==> src/rtl/core/layer_norm_mean_stddev_macros.svh <==
// ----------------------------------------------------------------------------
// layer_norm_mean_stddev_macros
// Assertion macros shared by the layer normalization core.
// ----------------------------------------------------------------------------
`ifndef LAYER_NORM_MEAN_STDDEV_MACROS_SVH
`define LAYER_NORM_MEAN_STDDEV_MACROS_SVH
// Implication checked on every clock edge outside reset.
`define LN_ASSERT_IMP(label, clk, rst_n, ante, cons, msg) \
    label: assert property (@(posedge clk) disable iff (!rst_n) (ante) |-> (cons)) \
        else $error(msg);
// Next-cycle implication checked outside reset.
`define LN_ASSERT_NEXT(label, clk, rst_n, ante, cons, msg) \
    label: assert property (@(posedge clk) disable iff (!rst_n) (ante) |=> (cons)) \
        else $error(msg);
`endif

==> src/rtl/core/ln_pkg.sv <==
`timescale 1ns / 1ps
// ----------------------------------------------------------------------------
// ln_pkg
// Shared constants for the layer normalization core.
// ----------------------------------------------------------------------------
package ln_pkg;
    localparam int MaxLen = 64;
    localparam int IdxW   = $clog2(MaxLen);
    localparam int CntW   = IdxW + 1;
    localparam int SumW   = 24;
    localparam int SqW    = 38;
    // Configuration register indexes.
    localparam logic CFG_LEN = 1'b0;
    localparam logic CFG_EPS = 1'b1;
    // Unit operations.
    localparam logic [1:0] OP_SQRT = 2'd0;
    localparam logic [1:0] OP_DIV  = 2'd1;
    localparam int DivW = 64;
    typedef struct packed {
        logic       start;
        logic [1:0] op;
    } t_unit_cmd;
endpackage

==> src/rtl/core/ln_divsqrt.sv <==
`timescale 1ns / 1ps
// ----------------------------------------------------------------------------
// ln_divsqrt
// Shared bit-serial unit: restoring 64-bit divide or 64-bit square root,
// one result bit per cycle.
// ----------------------------------------------------------------------------
module ln_divsqrt import ln_pkg::*; (
    input  logic                i_clk,
    input  logic                i_rst_n,
    input  t_unit_cmd           i_cmd,
    input  logic [DivW-1:0]     i_a,
    input  logic [DivW-1:0]     i_b,
    output logic                o_done,
    output logic [DivW-1:0]     o_q
);
    logic [DivW-1:0] r_a, r_b, r_q, r_rem, r_bit;
    logic [1:0]      r_op;
    logic            r_busy, r_done;
    logic [6:0]      r_cnt;
    logic [6:0]      w_last;
    logic [DivW:0]   w_trial;
    logic [DivW-1:0] w_shrem;
    logic [DivW-1:0] w_sq_try;

    // Divide: shift one dividend bit into the remainder and subtract.
    assign w_shrem  = {r_rem[DivW-2:0], r_a[DivW-1]};
    assign w_trial  = {1'b0, w_shrem} - {1'b0, r_b};
    assign w_sq_try = r_q + r_bit;
    assign w_last   = (r_op == OP_DIV) ? 7'(DivW-1) : 7'(DivW/2-1);

    always_ff @(posedge i_clk) begin
        if (!i_rst_n) begin
            r_busy <= 1'b0;
            r_done <= 1'b0;
        end else begin
            r_done <= !i_cmd.start && r_busy && (r_cnt == w_last);
            if (i_cmd.start) begin
                r_busy <= 1'b1;
                r_op   <= i_cmd.op;
                r_a    <= i_a;
                r_b    <= i_b;
                r_q    <= '0;
                r_rem  <= '0;
                r_bit  <= {2'b01, {(DivW-2){1'b0}}};
                r_cnt  <= 7'd0;
            end else if (r_busy) begin
                if (r_op == OP_DIV) begin
                    r_a <= {r_a[DivW-2:0], 1'b0};
                    if (!w_trial[DivW]) begin
                        r_rem <= w_trial[DivW-1:0];
                        r_q   <= {r_q[DivW-2:0], 1'b1};
                    end else begin
                        r_rem <= w_shrem;
                        r_q   <= {r_q[DivW-2:0], 1'b0};
                    end
                end else begin
                    // Classic digit-by-digit square root over 32 steps.
                    if (r_a >= w_sq_try) begin
                        r_a <= r_a - w_sq_try;
                        r_q <= (r_q >> 1) + r_bit;
                    end else begin
                        r_q <= r_q >> 1;
                    end
                    r_bit <= r_bit >> 2;
                end
                if (r_cnt == w_last) begin
                    r_busy <= 1'b0;
                end
                r_cnt <= r_cnt + 7'd1;
            end
        end
    end

    assign o_done = r_done;
    assign o_q    = r_q;
endmodule

==> config.mk <==
export PLATFORM = sky130hd
export DESIGN_NAME = ln_divsqrt
export DESIGN_NICKNAME = d
export VERILOG_FILES = /design/src/rtl/core/layer_norm_mean_stddev_macros.svh /design/src/rtl/core/ln_pkg.sv /design/src/rtl/core/ln_divsqrt.sv
export SDC_FILE = /design/constraint.sdc
export NUM_CORES = 1
export LEC_CHECK = 0
export CORE_ASPECT_RATIO = 0.6
export CORE_MARGIN = 2
export CORE_UTILIZATION = 35
export CTS_CLUSTER_DIAMETER = 150
export DETAILED_ROUTE_END_ITERATION = 16
export DONT_BUFFER_PORTS = 1
export MAX_ROUTING_LAYER = met4
export PLACE_DENSITY_LB_ADDON = 0.08
export SLEW_MARGIN = 20
export SYNTH_ARGS = -nofsm -noshare
export SYNTH_HDL_FRONTEND = slang
export SYNTH_SLANG_ARGS = --single-unit
export TNS_END_PERCENT = 50
==> constraint.sdc <==
create_clock -name i_clk -period 9.4 [get_ports i_clk]
set_clock_uncertainty 0.1 [all_clocks]
set_input_delay 0.47 -clock i_clk [delete_from_list [all_inputs] [get_ports i_clk]]
set_output_delay 0.47 -clock i_clk [all_outputs]
set_load 0.03 [all_outputs]
# Word level (Yosys, flattened, before mapping)
# Index checks and enable logic that the tools add are counted.
[op_classes] eq_ne=3 muxes=18 reduce_logical=11 addsub=5 n_lt_le_gt_ge=1
[op_table] cell="$mux 64" n=9
[op_table] cell="$mux 63" n=3
[op_table] cell="$sub 64x64->65" n=1
[op_table] cell="$add 63x64->64" n=1
[op_table] cell="$add 64x64->64" n=1
[op_table] cell="$ge 64x64->1" n=1
[op_table] cell="$sub 64x64->64" n=1
[op_table] cell="$reduce_and 3->1" n=3
[op_table] cell="$add 7x1->7 const B" n=1
[op_table] cell="$eq 7x6->1" n=1
[op_table] cell="$mux 7" n=1
[op_table] cell="$mux 6" n=1
[op_table] cell="$mux 1" n=4
[op_table] cell="$reduce_and 2->1" n=2
[op_table] cell="$reduce_bool 2->1" n=2
[op_table] cell="$reduce_bool 3->1" n=1
[op_table] cell="$eq 2x1->1 const B" n=1
[op_table] cell="$logic_and 1x1->1" n=2
[op_table] cell="$ne 2x2->1 const B" n=1
[op_table] cell="$logic_not 1->1" n=1
[word_totals] output_inout_bits=65 register_bits=330 input_bits=133

# Depth between registers and ports, before layout
# Gate-level depths: netlist (run 1).
[logic_depth] depth_word=6 ltp_mapped=26 depth_no_buf=25

# Worst setup path before layout (run 1)
# No wires, ideal clock.
[synth_timing] path_type="reg-to-reg" from="reg r_q[0], in the netlist o_q[0]" to="reg r_a[0], enable pin" setup_slack_ps=858 path_stages_with_launch=22 arrival_ps=7935 period_less_slack_ps=8542 t_required_ps=8793 setup_ps=507 path_cell_list="edfxtp_1 -> ha_1 -> ha_1 -> a21o_1 -> a31o_2 -> a31oi_1 -> o221ai_1 -> a21oi_1 -> a2111oi_0 -> a31o_2 -> a31oi_1 -> o21ai_0 -> xnor2_1 -> ha_1 -> nand2_1 -> nor3_1 -> nand3_1 -> nor4_1 -> a31oi_1 -> buf_6 -> buf_6 -> a21oi_1"
[synth_via] elab_chain_len=4
[synth_lines] element="from (decl)" line="ln_divsqrt.sv:16" source="logic [DivW-1:0] r_a, r_b, r_q, r_rem, r_bit;"
[synth_lines] element="from (signal assigned)" line="ln_divsqrt.sv:51" source="r_q <= {r_q[DivW-2:0], 1'b1};"
[synth_lines] element="from (signal assigned)" line="ln_divsqrt.sv:54" source="r_q <= {r_q[DivW-2:0], 1'b0};"
[synth_lines] element="from (signal assigned)" line="ln_divsqrt.sv:60" source="r_q <= (r_q >> 1) + r_bit;"
[synth_lines] element="$add 64x64->64" line="ln_divsqrt.sv:28" source="assign w_sq_try = r_q + r_bit;"
[synth_lines] element="$ge 64x64->1" line="ln_divsqrt.sv:58" source="if (r_a >= w_sq_try) begin"
[synth_lines] element="$reduce_bool 3->1 (no line)"
[synth_lines] element="$reduce_and 3->1 (no line)"
[synth_lines] element="to (signal assigned)" line="ln_divsqrt.sv:40" source="r_a <= i_a;"
[synth_lines] element="to (signal assigned)" line="ln_divsqrt.sv:48" source="r_a <= {r_a[DivW-2:0], 1'b0};"
[synth_lines] element="to (signal assigned)" line="ln_divsqrt.sv:59" source="r_a <= r_a - w_sq_try;"
[synth_lines] element="to (decl)" line="ln_divsqrt.sv:16"
# No other way between the ends.
# A chain may end at the register's enable or synchronous reset.

# Worst setup path after layout (run 1)
[layout_timing] from="reg r_q[2], in the netlist o_q[2]" to="reg r_q[5], in the netlist o_q[5] (data pin)"
[layout_via] elab_chain_len=5 word_cells_on_any_way=6 classes_between="2 x add/sub; 1 x order compare; 3 x mux"
[layout_lines] element="$add 64x64->64" line="ln_divsqrt.sv:28"
[layout_lines] element="$ge 64x64->1" line="ln_divsqrt.sv:58"
[layout_lines] element="$mux 64 *" line="ln_divsqrt.sv:58"
[layout_lines] element="$mux 64 *" line="ln_divsqrt.sv:47" source="if (r_op == OP_DIV) begin"
[layout_lines] element="$mux 64 *" line="ln_divsqrt.sv:46" source="end else if (r_busy) begin"
# Mark *: on every way between the ends. The rest lies on a longest branch, timed or not. The select of a mux whose other input is x is not followed.

==> qor.csv, run 1 <==
metric;value;unit
clk_path_buf_depth;3;
place_area;26140;um2
critPathLaunchType;flip-flop;
first_global_vias;20320;
start_util;35.36;%
netlist_area;25350;um2
synth_xor_area_share;8.152;%
hold_depth;1;
whs;32.03;ps
drt-initial-drc-count;1850;
synth.area.mux_share;3.227;%
power_density;202.5;nW/um2
routabilityCongestion;0.9400;
required;9580;ps
wl_per_cell;21.34;um
row_count;76;
synth-compound-area-share;22.97;%
drive_gt1_share;6.565;%
drtAntennaViolNets;0;
drv_cap;0;
synth_top_family_by_area;compound AO/OA/AOI/OAI gates;
numCtsBuffers;37;
grt_max_degree;121;
cts-resized-gates;0;
globalRouteOverflowTotal;0;
synthSimpleGateAreaFrac;15.98;%
cts_tree;done;
rr_worst_depth;22;
via_per_inst;5.618;
ys_async_sr_fraction;0;%
synth_cell_type_count;99;
cts_sinks;298;
p_leak;0.01086;uW
die_h;212.5;um
period_minus_slack;7739;ps
synth_edf_count;296;
htree_levels;2;
clk_latency;580;ps
port_buffers;0;
rsz0062_at_grt;false;
slew_violations;0;
startpoint;o_q[2];
vias;21760;
synth-main-ff-cell;edfxtp_1;
grt_pass1_wl;125200;um
yosys_warnings;0;
drc_errors;0;
fin_crit_sh;82.33;%
synth_nets;3165;
path_clk_slew;70;ps
core_area;71700;um2
area_growth;12.97;%
r2r_slack;1660;ps
cp-end-kind;flip-flop;
hold_violations;0;
hp-start;i_a[14];
synth-seq-cells;298;
syn_inst;2835;
slew_headroom;27.55;%
synth_top_area_share;35.06;%
synth_largest_area_cell;edfxtp_1;
antenna_found_initial;4;
design_area;28640;um2
die_area;74680;um2
arrival;7920;ps
track_usage;22.23;%
r2r-start;o_q[2];
status;completed;
synth_seq_area_share;35.22;%
die_x;351.5;um
synth-adder-area-share;9.781;%
post-dp-hpwl;60600;um
final_core_util;39.95;%
clockRootBuffer;clkbuf_16;
dr.pass1.iters;5;
peakVddDrop;0.1037;mV
path_max_fanout;40;
pin_count;198;
crit_type;reg2reg;
tightest_slew;1079;ps
wirelength;82640;um
max_freq;129.2;MHz
setup_tns;0;ps
layout.nets;3196;
hold_class;in2reg;
setup_viol;0;
netlist_top_cells_area;edfxtp_1 35%, ha_1 9.6%, a21oi_1 5.4%;
avgSynthCellArea;8.943;um2
-- cell families after synthesis --
logic type,Yosys count
xor+xnor,236
fa+ha+maj,197
simple gates,849
mux,78
flops,298
compound gates,904
buf+inv,273
-- sequential cells by signal, indices dropped and copies added, names as in the netlist --
register / count
r_b: 64
r_rem: 63
r_op: 2
o_q: 64
r_bit: 32
r_a: 64
r_busy: 1
r_cnt: 7
o_done: 1
-- where the power goes --
part           switching (uW)  total, uW  internal, uW
Combinational            1410       2350           941
Sequential                203       1860          1650
Clock                     657       1590           933
-- through the flow --
| step | worst slack, ps | cells | power, uW |
|---|---|---|---|
| 2_1_floorplan | 858.2 | 2835 | 3590 |
| 3_3_place_gp | 1871 | 3682 | 4153 |
| 3_5_place_dp | 1670 | 3683 | 4154 |
| 4_1_cts | 1611 | 3869 | 5836 |
| 5_1_grt | 1084 | 3873 | 6171 |
| 6_report | 1661 | 3873 | 5800 |
-- Yosys cell counts (all sizes together) (48+ instances only) --
cell,number
a21o,68
a21oi,277
a31oi,63
clkbuf,118
edfxtp,296
ha,195
inv,121
mux2i,48
nand2,254
nand4,75
nor2,249
nor2b,57
o21ai,205
o21bai,55
xnor2,118
xor2,118
-- path summary, 6_finish.rpt --
path | endpoint
max | o_q[5]
min reg2reg | o_done
max reg2reg | o_q[5]
min | r_a[14]
-- critical path, cell delays in order (launching register included) --
cell and delay (ps):
edfxtp_1 590, ha_1 460, a21o_1 150, a31o_2 170, a31oi_1 160, o221ai_1 560, a21oi_1 280, a2111oi_1 820
a31o_2 270, a31oi_1 130, o21ai_0 240, xnor2_1 110, ha_1 410, nand2_1 160, nor3_1 240, nand3_1 240
nor4_1 630, a31o_2 850, buf_4 290, buf_4 210, nand2_1 90, xor2_1 150, a21oi_1 80
-- layout by cell type (no fill, tap or decap), types with 14 or more instances in the layout --
| cell type | synthesis | routed |
|---|---|---|
| xnor2_1 | 118 | 118 |
| edfxtp_1 | 296 | 296 |
| nand3_1 | 47 | 47 |
| o211ai_1 | 24 | 24 |
| o21a_1 | 34 | 34 |
| a31oi_1 | 62 | 61 |
| nand2_1 | 254 | 254 |
| ha_1 | 195 | 195 |
| nand2b_1 | 17 | 16 |
| clkbuf_16 | 0 | 39 |
| a21o_1 | 67 | 67 |
| o21bai_1 | 55 | 55 |
| a31o_2 | 17 | 17 |
| mux2i_1 | 48 | 48 |
| nor2_1 | 248 | 246 |
| dlygate4sd3_1 | 0 | 118 |
| and2_1 | 17 | 16 |
| o21ai_0 | 196 | 196 |
| and3_1 | 19 | 19 |
| o31ai_1 | 16 | 16 |
| a211oi_1 | 28 | 28 |
| a21oi_1 | 275 | 273 |
| inv_1 | 121 | 120 |
| mux2_2 | 30 | 30 |
| buf_4 | 8 | 22 |
| nor4_1 | 14 | 14 |
| nor3_1 | 42 | 42 |
| nand4_1 | 74 | 74 |
| or3_1 | 15 | 15 |
| nor2b_1 | 57 | 56 |
| xor2_1 | 118 | 118 |
-- layer usage --
metal / vias up / routed length (um) / GRT usage (%)
li1: 10590 / - / -
met1: 10530 / 43400 / 34.17
met2: 569 / 33890 / 30.97
met3: 70 / 4444 / 3.027
met4: 0 / 911 / 3.478
met5: - / 0 / -
-- layout make-up --
type | instances | area, um2
Sequential cell | 298 | 8929
Inverter | 122 | 460.4
Fill cell | 7201 | 43060
Clock buffer | 45 | 1008
Tap cell | 975 | 1220
Timing Repair Buffer | 143 | 1421
Antenna cell | 4 | 10.01
Multi-Input combinational cell | 2264 | 15320
Clock inverter | 22 | 277.8
-- repair_timing --
| action | 4_1_cts | 5_1_grt |
|---|---|---|
| hold buffers | 119 | 0 |
| endpoints found under the hold margin | 168 | 0 |
| buffers inserted | 0 | 0 |
(Power assumes the default switching activity.)
==> run 2, diff against run 1 <==
==> constraint.sdc (replaced) <==
create_clock -name i_clk -period 7 [get_ports i_clk]
set_clock_uncertainty 0.1 [all_clocks]
set_input_delay 0.35 -clock i_clk [delete_from_list [all_inputs] [get_ports i_clk]]
set_output_delay 0.35 -clock i_clk [all_outputs]
set_load 0.03 [all_outputs]
==> run 2 against run 1 <==
  * First-iteration DRC count shrank 4.8%
  * Combinational power is 42% higher
  * Non-clock buffer count is 57 higher
  * Sequential share of layout area is 0.59 points lower
  * Setup slack lost 1300 ps
  * Via count grew 1.1%
  * Largest cell class unchanged
==> qor.csv, run 2 (synthesis results as in run 1) <==
metric;value;unit
row_count;76;
p_total;7877;uW
port_buffers;0;
vias;22000;
dp.cells;3723;
die_area;74680;um2
cts_sinks;298;
via_per_inst;5.596;
routabilityCongestion;0.9339;
htree_levels;2;
drv_cap;0;
crit_type;reg2reg;
crit_top_cell;ha_1;
drive_gt1_share;8.000;%
area_growth;15.17;%
period_minus_slack;6592;ps
numCtsBuffers;37;
die_x;351.5;um
hold_violations;0;
dr.pass1.iters;5;
status;completed;
start_util;35.36;%
mostFrequentLayoutCell;edfxtp_1;
final_cell_mix;296 x edfxtp_1, 272 x a21oi_1, 254 x nand2_1, 246 x nor2_1;
first_global_vias;20840;
core_area;71700;um2
arrival;6820;ps
wirelength;83340;um
setup_viol;0;
setup_tns;0;ps
drt-initial-drc-count;1761;
slew_headroom;30.97;%
whs;23.80;ps
path_clk_slew;60;ps
track_usage;22.59;%
place_area;26460;um2
hold_class;in2reg;
design_area;29200;um2
pin_count;198;
die_h;212.5;um
crit_slowest_cell;edfxtp_1;
slew_violations;0;
layout.nets;3253;
cp_top_family;compound AO/OA/AOI/OAI gates;
grt_pass1_wl;127000;um
path_max_fanout;7;
peakVddDrop;0.1383;mV
required;7220;ps
globalRouteOverflowTotal;0;
stdcell_count;3931;
cp-end-kind;flip-flop;
antenna_found_initial;6;
post-dp-hpwl;60440;um
wl_per_cell;21.20;um
tightest_slew;1027;ps
fin_crit_sh;94.17;%
power_density;269.8;nW/um2
clk_path_buf_depth;3;
clockRootBuffer;clkbuf_16;
worst-path-buf-inv;1;
cts_tree;done;
p_leak;0.01117;uW
grt_max_degree;151;
critPathLaunchType;flip-flop;
drtAntennaViolNets;0;
max_freq;151.7;MHz
cpPeakStageDelay;400;ps
drc_errors;0;
clk_latency;580;ps
-- run 2: per-layer routing --
metal	GRT usage [%]	share of wire [%]
met1	34.16	52
met2	31.30	41
met3	3.605	5.6
met4	4.568	1.6
met5	-	0
-- run 2: timing repair --
item                                   4_1_cts  5_1_grt
endpoints found under the hold margin      253        0
setup endpoints to repair                    0      138
buffers inserted                             0        2
resized for setup                            0        9
hold buffers                               134        0
-- run 2: worst paths after layout --
check | endpoint | cells past startpoint | startpoint | slack, ps
hold reg to reg | o_done | 2 | r_busy | 390
hold / removal | r_a[63] | 2 | i_a[63] | 20
setup reg to reg | r_a[63] | 26 | o_q[0] | 410
setup / recovery | r_a[63] | 26 | o_q[0] | 410
-- run 2: report_power, final --
part	switching [uW]	total (uW)	leakage (uW)	internal (uW)
sequential	179	2400	0.00285	2220
combinational	2020	3340	0.00768	1320
clock	849	2140	0.000640	1290
total	3050	7880	0.0112	4830
-- run 2: through the flow --
step                      setup WS [ps]  util [%]
final                             407.8     40.73
after detailed placement          73.49     36.90
after CTS                         46.50     40.60
after global placement            249.2     36.90
after floorplan                   597.2         -
after global routing             -8.940     40.73
-- run 2: final cells by class --
class                   instances  area, um2
clock inverters                21      290.3
inverters                     122      460.4
clock buffers                  45       1008
repair buffers                200       1917
flip-flops and latches        298       8929
fillers                      7272      42500
multi-input cells            2264      15360
well taps                     975       1220
diodes                          6      15.01
==> run 3, diff against run 2 <==
--- a/config.mk
+++ b/config.mk
@@ -5,12 +5,13 @@
 export SDC_FILE = /design/constraint.sdc
 export NUM_CORES = 1
 export LEC_CHECK = 0
-export CORE_ASPECT_RATIO = 0.6
+export CORE_ASPECT_RATIO = 0.75
 export CORE_MARGIN = 2
 export CORE_UTILIZATION = 35
 export CTS_CLUSTER_DIAMETER = 150
 export DETAILED_ROUTE_END_ITERATION = 16
 export DONT_BUFFER_PORTS = 1
+export GPL_TIMING_DRIVEN = 0
 export MAX_ROUTING_LAYER = met4
 export PLACE_DENSITY_LB_ADDON = 0.08
 export SLEW_MARGIN = 20
==> run 3 against run 2 <==
  * Clock-buffer cell count increased by 5
  * Sequential power increased by 3%
  * Combinational power grew 3%
  * Utilization increased by 1.0 points
  * Critical path depth shrank 1
  * Final cell count up 2.5%
  * Clock power increased by 4%
  * Wire length grew 15%
  * First-iteration DRC count grew 21%
  * Final area increased by 2.5%
  * Sequential share of layout area shrank 0.74 points
  * Largest cell class unchanged
  * Highest routed layer unchanged
==> qor.csv, run 3 (synthesis results as in run 1) <==
metric;value;unit
peakVddDrop;0.1508;mV
path_clk_slew;60;ps
layout.nets;3362;
slew_headroom;21.82;%
dp.cells;3800;
crit_type;reg2reg;
multi_input_area;15530;um2
setup_viol;0;
globalRouteOverflowTotal;0;
critPathLaunchType;flip-flop;
post-dp-hpwl;74110;um
mostFrequentLayoutCell;edfxtp_1;
final_core_util;41.75;%
whs;43.97;ps
die_area;74630;um2
cts_tree;done;
htree_levels;2;
drt-initial-drc-count;2139;
stdcell_count;4028;
fin_crit_sh;97.64;%
drv_cap;0;
seq_area;8929;um2
start_util;35.37;%
slew_violations;0;
track_usage;25.61;%
wl_per_cell;23.73;um
port_buffers;0;
required;7250;ps
path_max_fanout;7;
hold_violations;0;
setup_tns;0;ps
via_per_inst;5.709;
max_freq;146.3;MHz
numCtsBuffers;41;
status;completed;
cp-end-kind;flip-flop;
first_global_vias;21560;
pin_count;198;
drtAntennaViolNets;0;
drc_errors;0;
row_count;85;
antenna_found_initial;9;
drive_gt1_share;8.548;%
p_total;8156;uW
vias;22990;
tightest_slew;1164;ps
die_h;237.1;um
grt_max_degree;60;
p_leak;0.01137;uW
wirelength;95570;um
clk_latency;600;ps
cts_sinks;298;
routabilityCongestion;0.9268;
core_area;71680;um2
fillers;7222;
clk_path_buf_depth;3;
area_growth;18.04;%
hold_class;in2reg;
die_x;314.8;um
clockRootBuffer;clkbuf_16;
final_cell_mix;296 x edfxtp_1, 268 x a21oi_1, 254 x nand2_1, 247 x nor2_1, 193 x o21ai_0;
dr.pass1.iters;6;
power_density;272.5;nW/um2
period_minus_slack;6835;ps
grt_pass1_wl;139700;um
arrival;7090;ps
run 3: cell types whose count changed in the layout (fill, tap and decap cells not counted), moves of 4 or more:
cell,before,now
buf_1,0,4
buf_2,0,15
ha_1,195,190
clkbuf_1,5,105
clkbuf_8,1,7
clkbuf_2,0,10
buf_4,61,22
a21oi_1,272,268
buf_6,0,4
buf_16,1,5
run 3: path summary, 6_finish.rpt:
| kind | startpoint | end | slack, ps | depth (start not counted) |
|---|---|---|---|---|
| max reg2reg | o_q[0] | r_a[63] | 170 | 25 |
| min | i_rst_n | r_b[55] | 40 | 1 |
| max | o_q[0] | r_a[63] | 170 | 25 |
| min reg2reg | r_busy | o_done | 400 | 2 |
run 3: power breakdown:
group,switching (uW),internal (uW)
combinational,2110,1340
sequential,254,2220
clock,911,1320
run 3: per-stage QoR:
step                area [um2]  setup WS, ps
detailed placement       26790         -1284
floorplan                25370         597.2
global placement         26560         -1863
CTS                      29720         3.049
finish                   29930         165.3
global route             29930        -4.747
run 3: metal layers:
metal	vias up	global-route usage (%)	part of all wire, %
met4	0	6.407	2.3
met2	759	34.80	40
met5	-	-	0
li1	10930	-	-
met1	11180	38.64	50
met3	121	4.405	7.0
run 3: critical path, cell delays in order (launching register included):
cell	delay, ps
edfxtp_1	580
ha_2	300
ha_1	210
a21o_1	200
a31o_2	280
a31oi_4	250
o221ai_2	210
a21oi_2	300
a2111oi_4	160
a31o_2	300
a31oi_2	250
nor2_1	60
o21ai_0	200
xor2_1	370
ha_4	300
a21o_1	190
o21bai_1	190
a221oi_1	330
o211ai_1	220
nor2b_1	190
a211o_1	280
a21oi_2	200
o21ai_1	200
a311oi_2	420
mux2i_1	250
nor3_1	70
run 3: repair_timing:
| action | CTS | global route |
|---|---|---|
| setup endpoints to repair | 140 | 136 |
| cloned | 0 | 0 |
| hold endpoints to repair | 133 | 0 |
| gates resized for setup | 30 | 26 |
| buffers inserted | 7 | 9 |
| hold buffers | 132 | 0 |
| pin swaps | 5 | 9 |
run 3: layout make-up:
| class | count | area share, % |
|---|---|---|
| flip-flops and latches | 298 | 29.83 |
| multi-input cells | 2264 | 51.88 |
| clock inverters | 26 | 1.095 |
| well taps | 957 | 4.001 |
| plain buffers | 149 | 2.513 |
| clock buffers | 50 | 3.575 |
| repair buffers | 156 | 5.510 |
| inverters | 122 | 1.539 |
| diodes | 6 | 0.05017 |
